## config.mk

```make
export PLATFORM = sky130hd
export DESIGN_NAME = serial_start_word_frame_receiver
export DESIGN_NICKNAME = d
export VERILOG_FILES = /design/src/hdl/sswfr_pkg.sv /design/src/hdl/serial_start_word_frame_receiver.sv /design/src/hdl/sswfr_ram.sv
export SDC_FILE = /design/constraint.sdc
export NUM_CORES = 1
export LEC_CHECK = 0
export BUFFER_PORTS_ARGS = -buffer_cell sky130_fd_sc_hd__buf_4
export CORE_ASPECT_RATIO = 1.2
export CORE_MARGIN = 2
export CORE_UTILIZATION = 25
export DETAILED_ROUTE_END_ITERATION = 10
export SYNTH_ARGS = -nofsm -noshare
export SYNTH_HDL_FRONTEND = slang
export SYNTH_SLANG_ARGS = --single-unit
```

## constraint.sdc

```tcl
create_clock -name clk -period 3.2 [get_ports clk]
set_input_delay 0.32 -clock clk [delete_from_list [all_inputs] [get_ports clk]]
set_output_delay 0.32 -clock clk [all_outputs]
set_load 0.01 [all_outputs]
```

## src/hdl/sswfr_pkg.sv

```systemverilog
// Shared constants and types of the start-word frame receiver.
package sswfr_pkg;

    localparam int BYTE_W     = 8;
    localparam int WORD_W     = 16;
    localparam int COUNT_W    = 5;
    localparam int SLOT_W     = 4;
    localparam int NUM_SLOTS  = 9;
    localparam int RAM_AW     = SLOT_W + 1;
    localparam int RAM_DEPTH  = 2 ** RAM_AW;

    localparam logic [COUNT_W-1:0] POS_IDLE  = 5'd0;
    localparam logic [COUNT_W-1:0] POS_FIRST = 5'd2;
    localparam logic [COUNT_W-1:0] POS_LAST  = 5'd21;
    localparam logic [SLOT_W-1:0]  SLOT_LAST = 4'd8;

    localparam logic [WORD_W-1:0] START_WORD_RESET = 16'hABCD;
    localparam logic [WORD_W-1:0] CHECK_RESET      = 16'd1;

    typedef enum logic [0:0] {
        CFG_START_WORD     = 1'b0,
        CFG_EXPECTED_CHECK = 1'b1
    } cfg_reg_t;

endpackage

```

## src/hdl/serial_start_word_frame_receiver.sv

```systemverilog
// Top level of the start-word framed serial byte receiver.
//
//   Channel   Handshake                Payload
//   input     in_valid / in_stall      rx_byte
//   output    out_valid / out_stall    frame_ok, frame_id, word0 .. word7
//   config    cfg_valid / cfg_ready    cfg_index, cfg_data
//
// One byte is taken every cycle while in_stall is low. After a frame completes, its
// nine output words are read one per cycle through the single read port of the frame
// RAM. Reset clears all control state at once; no clearing pass.
// The input stalls only while both frame buffers hold completed frames awaiting readout,
// which happens when a waiting result stays stalled long enough for a further frame
// to complete. cfg_ready is always high.
module serial_start_word_frame_receiver (
    input  logic                               clk,
    input  logic                               rst_n,
    input  logic                               in_valid,
    output logic                               in_stall,
    input  logic [sswfr_pkg::BYTE_W-1:0]       rx_byte,
    output logic                               out_valid,
    input  logic                               out_stall,
    output logic                               frame_ok,
    output logic signed [sswfr_pkg::WORD_W-1:0] frame_id,
    output logic signed [sswfr_pkg::WORD_W-1:0] word0,
    output logic signed [sswfr_pkg::WORD_W-1:0] word1,
    output logic signed [sswfr_pkg::WORD_W-1:0] word2,
    output logic signed [sswfr_pkg::WORD_W-1:0] word3,
    output logic signed [sswfr_pkg::WORD_W-1:0] word4,
    output logic signed [sswfr_pkg::WORD_W-1:0] word5,
    output logic signed [sswfr_pkg::WORD_W-1:0] word6,
    output logic signed [sswfr_pkg::WORD_W-1:0] word7,
    input  logic                               cfg_valid,
    output logic                               cfg_ready,
    input  logic [0:0]                         cfg_index,
    input  logic [sswfr_pkg::WORD_W-1:0]       cfg_data
);

    // Configuration registers.
    logic [sswfr_pkg::WORD_W-1:0] start_word_reg;
    logic [sswfr_pkg::WORD_W-1:0] exp_check_reg;

    // Frame assembly state. The frame RAM holds two banks; bytes are paired into
    // little-endian words and written when the high byte arrives. Only the id and
    // the eight data words are stored; the check word is compared on the fly.
    logic [sswfr_pkg::BYTE_W-1:0]  last_byte_reg;
    logic [sswfr_pkg::COUNT_W-1:0] count_reg;
    logic [sswfr_pkg::COUNT_W-1:0] count_next;
    logic [sswfr_pkg::BYTE_W-1:0]  lo_reg;
    logic                          wr_bank_reg;
    logic [1:0]                    pend_reg;
    logic [1:0]                    pend_next;
    logic [1:0]                    pend_ok_reg;

    // Readout sequencer state.
    logic                          rd_bank_reg;
    logic                          rd_busy_reg;
    logic [sswfr_pkg::SLOT_W-1:0]  rd_idx_reg;
    logic                          rd_vld_reg;
    logic [sswfr_pkg::SLOT_W-1:0]  rd_slot_reg;

    // Output register.
    logic                          out_valid_reg;
    logic                          out_ok_reg;
    logic [sswfr_pkg::WORD_W-1:0]  word_reg [sswfr_pkg::NUM_SLOTS];

    logic                          in_fire;
    logic                          out_fire;
    logic                          is_start;
    logic                          collecting;
    logic                          store;
    logic                          done;
    logic [sswfr_pkg::COUNT_W-1:0] pos_off;
    logic [sswfr_pkg::SLOT_W-1:0]  wr_slot;
    logic                          ram_we;
    logic [sswfr_pkg::RAM_AW-1:0]  ram_waddr;
    logic [sswfr_pkg::WORD_W-1:0]  ram_wdata;
    logic [sswfr_pkg::RAM_AW-1:0]  ram_raddr;
    logic [sswfr_pkg::WORD_W-1:0]  ram_rdata;
    logic                          rd_start;
    logic                          rd_land_last;

    assign in_fire  = in_valid & ~in_stall;
    assign out_fire = out_valid_reg & ~out_stall;

    // A new byte would go into the write bank; hold the input while that bank
    // still carries a completed frame that has not been read out.
    assign in_stall = pend_reg[wr_bank_reg];

    assign is_start   = ({rx_byte, last_byte_reg} == start_word_reg);
    assign collecting = count_reg inside {[sswfr_pkg::POS_FIRST:sswfr_pkg::POS_LAST]};
    assign store      = in_fire & ~is_start & collecting;
    assign done       = store & (count_reg == sswfr_pkg::POS_LAST);

    // Frame byte position p (2..21) maps to word slot (p - 2) / 2.
    assign pos_off = count_reg - sswfr_pkg::POS_FIRST;
    assign wr_slot = pos_off[sswfr_pkg::SLOT_W:1];

    // The odd byte of a pair completes a word; the check word is not stored.
    assign ram_we    = store & count_reg[0] & (count_reg != sswfr_pkg::POS_LAST);
    assign ram_waddr = {wr_bank_reg, wr_slot};
    assign ram_wdata = {rx_byte, lo_reg};

    always_comb
    begin
        count_next = count_reg;
        if (in_fire)
        begin
            if (is_start)
            begin
                count_next = sswfr_pkg::POS_FIRST;
            end
            else if (done || !collecting)
            begin
                count_next = sswfr_pkg::POS_IDLE;
            end
            else
            begin
                count_next = count_reg + 5'd1;
            end
        end
    end

    // Readout starts when a completed bank is waiting and the output register is free.
    assign rd_start     = ~rd_busy_reg & ~rd_vld_reg & ~out_valid_reg & pend_reg[rd_bank_reg];
    assign rd_land_last = rd_vld_reg & (rd_slot_reg == sswfr_pkg::SLOT_LAST);
    assign ram_raddr    = {rd_bank_reg, rd_idx_reg};

    // A bank is marked full on completion and released once its last word has landed.
    // The two never address the same bank in one cycle, since completion is only
    // possible into a bank that is not pending.
    always_comb
    begin
        pend_next = pend_reg;
        if (done)
        begin
            pend_next[wr_bank_reg] = 1'b1;
        end
        if (rd_land_last)
        begin
            pend_next[rd_bank_reg] = 1'b0;
        end
    end

    always_ff @(posedge clk or negedge rst_n)
    begin
        if (!rst_n)
        begin
            start_word_reg <= sswfr_pkg::START_WORD_RESET;
            exp_check_reg  <= sswfr_pkg::CHECK_RESET;
            last_byte_reg  <= '0;
            count_reg      <= sswfr_pkg::POS_IDLE;
            wr_bank_reg    <= 1'b0;
            pend_reg       <= '0;
            pend_ok_reg    <= '0;
            rd_bank_reg    <= 1'b0;
            rd_busy_reg    <= 1'b0;
            rd_idx_reg     <= '0;
            rd_vld_reg     <= 1'b0;
            rd_slot_reg    <= '0;
            out_valid_reg  <= 1'b0;
        end
        else
        begin
            if (cfg_valid)
            begin
                case (sswfr_pkg::cfg_reg_t'(cfg_index))
                    sswfr_pkg::CFG_START_WORD:     start_word_reg <= cfg_data;
                    sswfr_pkg::CFG_EXPECTED_CHECK: exp_check_reg  <= cfg_data;
                    default:                       ;
                endcase
            end

            if (in_fire)
            begin
                last_byte_reg <= rx_byte;
            end
            count_reg <= count_next;
            pend_reg  <= pend_next;

            // The check word is judged as its high byte arrives.
            if (done)
            begin
                pend_ok_reg[wr_bank_reg] <= ({rx_byte, lo_reg} == exp_check_reg);
                wr_bank_reg              <= ~wr_bank_reg;
            end

            if (rd_start)
            begin
                rd_busy_reg <= 1'b1;
                rd_idx_reg  <= '0;
            end
            else if (rd_busy_reg)
            begin
                rd_idx_reg <= rd_idx_reg + 4'd1;
                if (rd_idx_reg == sswfr_pkg::SLOT_LAST)
                begin
                    rd_busy_reg <= 1'b0;
                end
            end
            rd_vld_reg  <= rd_busy_reg;
            rd_slot_reg <= rd_idx_reg;

            if (rd_land_last)
            begin
                out_valid_reg <= 1'b1;
                rd_bank_reg   <= ~rd_bank_reg;
            end
            else if (out_fire)
            begin
                out_valid_reg <= 1'b0;
            end
        end
    end

    // Payload registers carry no reset.
    always_ff @(posedge clk)
    begin
        if (store && !count_reg[0])
        begin
            lo_reg <= rx_byte;
        end
        if (rd_vld_reg)
        begin
            word_reg[rd_slot_reg] <= ram_rdata;
        end
        if (rd_land_last)
        begin
            out_ok_reg <= pend_ok_reg[rd_bank_reg];
        end
    end

    sswfr_ram #(
        .WIDTH (sswfr_pkg::WORD_W),
        .DEPTH (sswfr_pkg::RAM_DEPTH)
    ) u_frame_ram (
        .clk   (clk),
        .we    (ram_we),
        .waddr (ram_waddr),
        .wdata (ram_wdata),
        .re    (rd_busy_reg),
        .raddr (ram_raddr),
        .rdata (ram_rdata)
    );

    assign cfg_ready = 1'b1;
    assign out_valid = out_valid_reg;
    assign frame_ok  = out_ok_reg;
    assign frame_id  = word_reg[0];
    assign word0     = word_reg[1];
    assign word1     = word_reg[2];
    assign word2     = word_reg[3];
    assign word3     = word_reg[4];
    assign word4     = word_reg[5];
    assign word5     = word_reg[6];
    assign word6     = word_reg[7];
    assign word7     = word_reg[8];

endmodule

```

## src/hdl/sswfr_ram.sv

```systemverilog
// Generic simple dual-port RAM with one write port and a registered read port.
module sswfr_ram #(
    parameter int WIDTH = 16,
    parameter int DEPTH = 32
) (
    input  logic                     clk,
    input  logic                     we,
    input  logic [$clog2(DEPTH)-1:0] waddr,
    input  logic [WIDTH-1:0]         wdata,
    input  logic                     re,
    input  logic [$clog2(DEPTH)-1:0] raddr,
    output logic [WIDTH-1:0]         rdata
);

    logic [WIDTH-1:0] mem [DEPTH];
    logic [WIDTH-1:0] rdata_reg;

    always_ff @(posedge clk)
    begin
        if (we)
        begin
            mem[waddr] <= wdata;
        end
        if (re)
        begin
            rdata_reg <= mem[raddr];
        end
    end

    assign rdata = rdata_reg;

endmodule

```

==> run_results.csv, run 1 <==
group,metric,value,unit
outcome,status,"finished clean",
placement,dp_slack,0.5265,ns
die,row_count,134,
clock_tree,hold_buffers,18,
detailed_routing,routed_wire_length_per_instance,19.66,um
die,fp.dieH,370.8,um
worst_setup_path,cpMaxStageDelayCell,"dfrtp_1",
worst_setup_path,cp-end-kind,"flip-flop",
die,dieArea,114800,um2
detailed_routing,final_antenna_net_count,0,
global_routing,gr-usage-all-layers,11.40,%
synthesis,synth_cell_types,53,
sta,slew_headroom,42.06,%
synthesis,async_flop_share,8.345,%
synthesis,netlist_area,28030,um2
synthesis,syn_inst,1328,
synthesis,syn_avg_cell_area,21.11,um2
sta,setup_tns,0,ns
sta,clock-skew-final,0.02532,ns
synthesis,synth_area_leaders,"edfxtp_1, mux4_2, dfrtp_1",
clock_tree,numCtsBuffers,79,
clock_tree,clockBufferDepth,3,
clock_tree,clockRootBuffer,"clkbuf_16",
detailed_routing,drt_iter0_drc,1080,
detailed_routing,routed_wl,66190,um
finish,areaGrowthSynthToFinish,25.16,%
sta,setup_ws,0.4733,ns
detailed_routing,firstDrtPassIters,4,
sta,finalSetupViolations,0,
power,leakagePower,12.26,nW
power,cellPowerDensity,849.2,nW/um2
worst_setup_path,cp_common_cell,"buf_4",
sta,timing.final.crit_share,85.21,%
synthesis,synth_ff_type,"edfxtp_1",
sta,hold_viol,0,
power,p_comb_share,24.3,%
power,p_total,0.02979,W
detailed_routing,viasPerCell,4.192,
sta,fin_crit,2.727,ns
power,seqPwrFrac,45.3,%
global_routing,grt.overflow.total,0,
clock_tree,cts_tree,"yes",
detailed_routing,dr_total_vias,14110,
power,pwr-share-clk,30.4,%
sta,tightest_slew,0.8691,ns
clock_tree,htreeDepth,3,
sta,drv_slew,0,
synthesis,synth_seq_area_share,78.54,%
clock_tree,postCtsResizedCells,0,
global_routing,grt_pass1_wl,96230,um
placement,dpl.hpwl,42170,um
clock_tree,cts_setup_buffers,0,
die,initial_utilization,25.22,%
run,drv_cap,0,
worst_setup_path,path_max_fanout,20,
sta,rsz0062_at_grt,"false",
clock_tree,clkTransAtPathRegs,0.06,ns
synthesis,synth_edf_count,681,
finish,layout-drive-gt1-share,30.82,%
worst_setup_path,max_stage_delay,0.55,ns
finish,largest_reg_flops,512,
finish,final_area,35080,um2
placement,port_buffers,176,
finish,final_core_util,31.56,%
global_routing,grt_max_degree,63,
clock_tree,cts.sinks,743,
power,ir_worst_vdd,0.0004157,V
sta,max_freq,366.8,MHz
die,io-pin-count,178,
clock_tree,clk_latency,0.64,ns
synthesis,synth_top_cell_by_area,"edfxtp_1",
placement,placed_area,32320,um2
worst_setup_path,startpoint_type,"flip-flop",
die,die_w,309.7,um
power,p_int,0.02074,W
finish,fin_nets,1838,
worst_setup_path,path_cells,"inv_1 -> ha_1 -> o21ai_1 -> a21oi_4 -> nand2_2 -> buf_4 -> nor3_2 -> buf_4",
worst_setup_path,worstPathRequired,3.51,ns
detailed_routing,drc,0,
global_routing,antenna_found_initial,3,
worst_setup_path,crit_type,"flip-flop to flip-flop",
hold_path,worstHoldPathType,"primary input to flip-flop",
worst_setup_path,cp.arrival,3.04,ns
placement,gp_congestion,0.7671,
synthesis,yosysWarningCount,0,
finish,n_fill_cell,10700,
global_routing,grt_pass1_vias,14670,
die,coreArea,111200,um2
power,switching_share,30.38,%
synthesis,synth_top_area_share,72.96,%
power,netSwitchingPower,0.009051,W
synthesis,ys_ff_latch,743,
==> power groups by stage <==
stage	sequential, W	combinational, W	clock [W]
after floorplan	0.0133	0.00466	0
after global placement	0.0136	0.00726	0
after detailed placement	0.0137	0.00733	0
after CTS	0.0135	0.00737	0.00927
after global routing	0.0136	0.00778	0.00967
final	0.0135	0.00724	0.00905
==> kinds of logic after synthesis <==
family,count (synthesis),share of synthesized area (%)
AOI/OAI and AO/OA,128,3.227
xor gates and xnor gates,38,1.187
adders and majority gates,5,0.2232
buffers and inverters,76,1.714
DFF,743,78.54
muxes,239,13.16
other,2,0.02679
and+or+nand+nor,97,1.915
==> path summary, 6_finish.rpt <==
kind | slack [ns] | end | start | depth (start not counted)
hold / removal | 0.15 | last_byte_reg[0]$_DFFE_PN0P_ | in_valid | 3
hold reg to reg | 0.52 | out_valid$_DFFE_PN0P_ | out_valid$_DFFE_PN0P_ | 1
max in group asynchronous | 2.18 | rd_idx_reg[1]$_DFFE_PN0P_ | rst_n | 2
setup reg to reg | 0.47 | u_frame_ram.mem[16][1]$_DFFE_PP_ | count_reg[1]$_DFFE_PN0P_ | 8
setup / recovery | 0.47 | u_frame_ram.mem[16][1]$_DFFE_PP_ | count_reg[1]$_DFFE_PN0P_ | 8
min in group asynchronous | 0.36 | start_word_reg[12]$_DFFE_PN0P_ | rst_n | 2
==> placed cells by master, fill, tap and decap left out, types with 16 or more instances in the layout <==
master	count
edfxtp_1	681
dlygate4sd3_1	18
xor2_1	18
mux2_2	57
mux2i_1	84
conb_1	193
a221oi_1	16
a21oi_1	32
o21ai_0	19
mux4_2	92
dfrtp_1	47
a22oi_1	16
clkbuf_16	80
o211ai_1	16
xnor2_1	20
buf_4	245
clkinv_1	17
==> critical path: cells and delay by family (launching register included) <==
family / cells / cell delay, ns
fa+ha+maj: 1 / 0.22
compound gates: 2 / 0.40
flops: 1 / 0.55
simple gates: 2 / 0.52
buf+inv: 3 / 0.71
==> layout make-up <==
cell class	count	area (um2)	share of cell area (%)
flip-flops and latches	743	22020	62.78
multi-input cells	700	6395	18.23
repair buffers	271	2180	6.213
clock buffers	96	2072	5.906
well taps	1496	1872	5.335
clock inverters	51	506.7	1.444
inverters	8	30.03	0.08560
diodes	1	2.502	0.007133
==> Yosys cell counts, types with 3 or more instances <==
cell / count
dfstp_2: 11
nand4_1: 4
nand2_1: 10
clkbuf_1: 25
a22oi_1: 16
inv_1: 8
xor2_1: 18
buf_2: 17
nor4_1: 17
nor3_1: 12
nor2_1: 16
mux4_1: 4
a221oi_1: 16
nor2b_1: 3
buf_4: 5
o211ai_1: 16
a21oi_1: 32
or2_2: 5
ha_1: 5
o211a_1: 14
edfxtp_1: 681
mux2_2: 57
dfrtp_1: 51
buf_1: 4
and2_1: 3
mux4_2: 92
buf_8: 5
o21ai_0: 19
mux2i_1: 84
xnor2_1: 20
buf_6: 11
a31oi_1: 5
nand3_1: 8
nand2b_1: 9
==> through the flow <==
step | cells | hold slack, ns
3_5_place_dp | 3200 | 0.4878
2_1_floorplan | 1519 | 0.02441
3_3_place_gp | 3200 | 0.4765
6_report | 3366 | 0.1539
4_1_cts | 3365 | 0.1114
5_1_grt | 3365 | 0.1453
==> routing by layer <==
metal / share of wire [%] / GRT usage (%) / vias to the layer above
met2: 49 / 19.39 / 488
li1: - / - / 6188
met4: 2.8 / 3.874 / 0
met1: 43 / 14.59 / 7312
met5: 0 / 0 / -
met3: 5.7 / 2.034 / 121
No activity file was read; power rests on OpenSTA's default activity.
==> run 2: changes to the inputs <==
CORE_UTILIZATION = 50   (was 25)
PLACE_DENSITY = 0.7   (was default)
==> run_results.csv, run 2 (synthesis results as in run 1) <==
group,metric,value,unit
outcome,status,"finished clean",
placement,gp_congestion,0.8427,
detailed_routing,routed_wire_length_per_instance,22.32,um
sta,setup_ws,0.2608,ns
finish,antenna-diode-count,0,
sta,slew_headroom,41.18,%
worst_setup_path,max_stage_delay,0.54,ns
sta,drv_slew,0,
die,initial_utilization,50.28,%
die,dieArea,57980,um2
clock_tree,numCtsBuffers,73,
sta,fin_crit,2.939,ns
clock_tree,cts_setup_buffers,0,
detailed_routing,dr_total_vias,13870,
finish,layout-drive-gt1-share,29.73,%
global_routing,grt_pass1_vias,14120,
clock_tree,htreeDepth,3,
finish,fin_nets,1821,
sta,max_freq,340.2,MHz
worst_setup_path,crit_type,"flip-flop to flip-flop",
sta,tightest_slew,0.8743,ns
global_routing,gr-usage-all-layers,20.28,%
die,die_w,220.1,um
clock_tree,clockRootBuffer,"clkbuf_16",
run,drv_cap,0,
finish,largest_reg_flops,512,
global_routing,grt_max_degree,63,
worst_setup_path,path_delay_family,"simple AND/OR/NAND/NOR gates",
finish,final_area,33710,um2
finish,final_common_cell,"edfxtp_1",
detailed_routing,final_antenna_net_count,0,
sta,timing.final.crit_share,91.85,%
power,ir_worst_vdd,0.0004980,V
placement,port_buffers,176,
sta,clock-skew-final,0.03008,ns
sta,setup_tns,0,ns
worst_setup_path,path_max_fanout,16,
clock_tree,cts_tree,"yes",
detailed_routing,firstDrtPassIters,6,
worst_setup_path,cp-end-kind,"flip-flop",
worst_setup_path,path_cells,"mux2i_1 -> nand2_2 -> a21oi_4 -> nand2_2 -> buf_4 -> nor4_2 -> buf_4",
power,cellPowerDensity,842.8,nW/um2
global_routing,grt.overflow.total,0,
placement,placed_area,31210,um2
sta,rsz0062_at_grt,"false",
clock_tree,clk_latency,0.61,ns
worst_setup_path,cp.arrival,3.19,ns
detailed_routing,routed_wl,57350,um
die,coreArea,55750,um2
die,row_count,95,
placement,dpl.hpwl,36160,um
global_routing,antenna_found_initial,1,
power,leakagePower,12.10,nW
finish,final_cell_mix,"edfxtp_1, buf_4, conb_1",
sta,finalSetupViolations,0,
detailed_routing,viasPerCell,5.396,
power,p_total,0.02841,W
worst_setup_path,startpoint_type,"flip-flop",
finish,areaGrowthSynthToFinish,20.26,%
worst_setup_path,worstPathRequired,3.45,ns
clock_tree,clkTransAtPathRegs,0.06,ns
clock_tree,cts.sinks,743,
placement,dp_slack,0.06544,ns
die,fp.dieH,263.4,um
sta,hold_viol,0,
detailed_routing,drc,0,
worst_setup_path,cpMaxStageDelayCell,"dfrtp_1",
global_routing,grt_pass1_wl,86170,um
worst_setup_path,path_buf_inv,2,
hold_path,worstHoldPathType,"primary input to flip-flop",
clock_tree,clockBufferDepth,3,
die,io-pin-count,178,
detailed_routing,drt_iter0_drc,1240,
[run 2: changes by cell type in the layout (fill, tap and decap cells not counted), moves of 2 or more]
cell,delta
nor2_2,-6
nor3_4,+5
clkinv_1,-3
buf_12,-4
nor4_4,+2
clkinvlp_2,+2
clkinv_4,-6
buf_4,-7
bufinv_16,-3
nor4_2,-2
clkinv_2,+2
clkbuf_16,-5
nor2_1,+6
nor3_2,-5
[run 2: final timing paths]
kind	startpoint	endpoint	slack (ns)	cells after the start
max in group asynchronous	rst_n	rd_idx_reg[0]$_DFFE_PN0P_	2.15	2
worst min register to register	start_word_reg[12]$_DFFE_PN0P_	start_word_reg[12]$_DFFE_PN0P_	0.53	1
worst max register to register	wr_bank_reg$_DFFE_PN0N_	u_frame_ram.mem[15][14]$_DFFE_PP_	0.26	7
worst min-delay path	in_valid	last_byte_reg[0]$_DFFE_PN0P_	0.17	3
min in group asynchronous	rst_n	start_word_reg[5]$_DFFE_PN0P_	0.37	2
worst max-delay path	wr_bank_reg$_DFFE_PN0N_	u_frame_ram.mem[15][14]$_DFFE_PP_	0.26	7
[run 2: final cells by class]
| type | count | area [um2] |
|---|---|---|
| clock inverters | 40 | 305.3 |
| clock buffers | 92 | 1961 |
| inverters | 8 | 30.03 |
| well taps | 727 | 909.6 |
| flip-flops and latches | 743 | 22020 |
| fillers | 3991 | 22040 |
| multi-input cells | 700 | 6431 |
| repair buffers | 260 | 2047 |
[run 2: stage by stage]
step / util, % / hold WS [ns] / cells
2_1_floorplan: - / 0.02441 / 1519
3_3_place_gp: 55.99 / 0.4732 / 2420
3_5_place_dp: 55.99 / 0.4808 / 2420
4_1_cts: 60.38 / 0.1411 / 2570
5_1_grt: 60.47 / 0.1656 / 2570
6_report: 60.47 / 0.1687 / 2570
[run 2: routing by layer]
metal / vias up / wire (um) / GRT usage (%)
li1: 6144 / - / -
met1: 7116 / 23200 / 26.93
met3: 85 / 3573 / 3.177
met4: 2 / 1522 / 7.328
met2: 522 / 29040 / 34.07
met5: - / 13 / 0
[run 2: report_power, final]
group,switching [W],internal (W)
Clock,0.00345,0.00467
Combinational,0.00394,0.00299
Sequential,0.000929,0.0124
Total,0.00832,0.0201
[run 2: tightest hold or removal path: stages]
cell	delay, ns
buf_4	0.12
nand2_2	0.13
mux2_2	0.17
[run 2: what timing repair did]
| action | in CTS | in global routing |
|---|---|---|
| gates resized for setup | 0 | 4 |
| hold endpoints to repair | 84 | 0 |
| setup endpoints to repair | 0 | 50 |
| hold buffers | 18 | 0 |
==> run 3: changes to the inputs <==
CORE_UTILIZATION = 54   (was 50)
PLACE_DENSITY = 0.75   (was 0.7)
==> run_results.csv, run 3 (synthesis results as in run 1) <==
group,metric,value,unit
outcome,status,"finished clean",
run,drv_cap,0,
sta,setup_tns,0,ns
sta,slew_headroom,26.83,%
finish,antenna-diode-count,0,
power,leakagePower,12.06,nW
die,die_w,212.0,um
global_routing,gr-usage-all-layers,21.97,%
sta,hold_viol,0,
sta,fin_crit,2.715,ns
sta,timing.hold.ws,0.1679,ns
worst_setup_path,rrSetupSlack,0.49,ns
finish,final_core_util,65.44,%
global_routing,grt.overflow.total,0,
detailed_routing,dr_total_vias,13980,
clock_tree,clkTransAtPathRegs,0.06,ns
sta,timing.final.crit_share,84.83,%
worst_setup_path,path_max_fanout,16,
die,coreArea,51350,um2
global_routing,grt_pass1_vias,14350,
detailed_routing,final_antenna_net_count,0,
worst_setup_path,crit_type,"flip-flop to flip-flop",
clock_tree,numCtsBuffers,70,
sta,max_freq,368.4,MHz
finish,final_cell_mix,"edfxtp_1, buf_4, conb_1",
global_routing,antenna_found_initial,1,
worst_setup_path,startpoint_type,"flip-flop",
finish,largest_reg_flops,512,
worst_setup_path,r2r_end,"u_frame_ram.mem[8][14]$_DFFE_PP_",
sta,drv_slew,0,
detailed_routing,routed_wl,57720,um
detailed_routing,drc,0,
sta,clock-skew-final,0.02926,ns
die,row_count,91,
die,dieArea,53750,um2
clock_tree,clockBufferDepth,3,
die,io-pin-count,178,
detailed_routing,routed_wire_length_per_instance,22.74,um
worst_setup_path,cp-end-kind,"flip-flop",
finish,final_common_cell,"edfxtp_1",
finish,areaGrowthSynthToFinish,19.89,%
hold_path,worstHoldPathType,"primary input to flip-flop",
finish,n_fill_cell,3330,
detailed_routing,viasPerCell,5.506,
finish,fin_nets,1823,
clock_tree,htreeDepth,3,
sta,rsz0062_at_grt,"false",
die,fp.dieH,253.6,um
clock_tree,cts.sinks,743,
hold_path,hold_end,"last_byte_reg[0]$_DFFE_PN0P_",
clock_tree,cts_tree,"yes",
worst_setup_path,rr_worst_depth,7,
power,cellPowerDensity,843.0,nW/um2
sta,finalSetupViolations,0,
die,initial_utilization,54.58,%
placement,gp_congestion,0.8325,
detailed_routing,drt_iter0_drc,1482,
worst_setup_path,r2r-start,"count_reg[1]$_DFFE_PN0P_",
placement,port_buffers,176,
finish,layout-drive-gt1-share,30.04,%
hold_path,holdCritStartpoint,"in_valid",
clock_tree,clockRootBuffer,"clkbuf_16",
worst_setup_path,cp.arrival,2.99,ns
worst_setup_path,worstPathRequired,3.47,ns
power,ir_worst_vdd,0.0005065,V
placement,dpl.hpwl,36440,um
global_routing,grt_max_degree,63,
global_routing,grt_pass1_wl,86480,um
sta,tightest_slew,1.093,ns
hold_path,whs_path_depth,3,
clock_tree,clk_latency,0.61,ns
detailed_routing,firstDrtPassIters,5,
clock_tree,postCtsResizedCells,0,
run 3: cell count changes in the layout (fill, tap and decap cells not counted), moves of 2 or more:
cell,previous run,this run
clkbuf_16,75,71
nor4_4,2,0
clkinvlp_2,2,0
clkinv_1,14,6
nor3_4,5,2
nor4_2,9,11
clkinv_4,0,2
nor3_2,7,10
buf_4,238,243
inv_6,3,6
run 3: per-stage QoR:
step | power (W) | setup WS [ns] | cell area, um2 | std cells
after floorplan | 0.01797 | -0.2152 | 28750 | 1519
after global placement | 0.02027 | 0.3978 | 31190 | 2394
after detailed placement | 0.02053 | 0.2125 | 31190 | 2394
after CTS | 0.02855 | 0.1942 | 33580 | 2537
after global routing | 0.02955 | 0.3158 | 33600 | 2538
final | 0.02833 | 0.4853 | 33600 | 2538
run 3: area by class of cell:
cell class	instances	area, um2	share of cell area [%]
Sequential cell	743	22020	65.54
Timing Repair Buffer	265	2076	6.177
Inverter	8	30.03	0.08936
Multi-Input combinational cell	700	6395	19.03
Clock inverter	34	320.3	0.9532
Tap cell	697	872.1	2.595
Clock buffer	91	1886	5.611
run 3: worst max-delay path by stage:
stage,startpoint,to,cells after the start
after floorplan,count_reg[1]$_DFFE_PN0P_,u_frame_ram.mem[17][0]$_DFFE_PP_,7
after global placement,count_reg[1]$_DFFE_PN0P_,u_frame_ram.mem[19][12]$_DFFE_PP_,6
after detailed placement,count_reg[1]$_DFFE_PN0P_,u_frame_ram.mem[16][5]$_DFFE_PP_,5
after CTS,count_reg[1]$_DFFE_PN0P_,u_frame_ram.mem[16][2]$_DFFE_PP_,5
after global routing,count_reg[1]$_DFFE_PN0P_,u_frame_ram.mem[8][14]$_DFFE_PP_,7
final,count_reg[1]$_DFFE_PN0P_,u_frame_ram.mem[8][14]$_DFFE_PP_,7
run 3: what timing repair did:
item                                   in CTS  in global routing
hold buffers                               18                  0
endpoints found under the hold margin      84                  0
setup endpoints to repair                   0                  0
buffers inserted                            0                  0
run 3: critical path, cell delays in order, from the launching register on:
cell and delay [ns]:
dfrtp_1 0.55, o21ai_0 0.34, o21ai_1 0.16, a21oi_4 0.26, nand2_2 0.17, buf_4 0.25, nor4_2 0.31, buf_4 0.34
run 3: metal layers:
layer | part of all wire (%) | vias up | GRT usage (%)
met5 | 0.023 | - | 0
met4 | 2.4 | 2 | 7.565
met3 | 7.1 | 94 | 3.955
met2 | 51 | 614 | 37.47
met1 | 39 | 7119 | 28.68
li1 | - | 6146 | -
run 3: power by group:
part | internal, W | leakage (nW) | total, W | switching (W)
clock | 0.00459 | 1.09 | 0.00799 | 0.00340
sequential | 0.0124 | 7.03 | 0.0133 | 0.000898
combinational | 0.00302 | 3.94 | 0.00701 | 0.00399
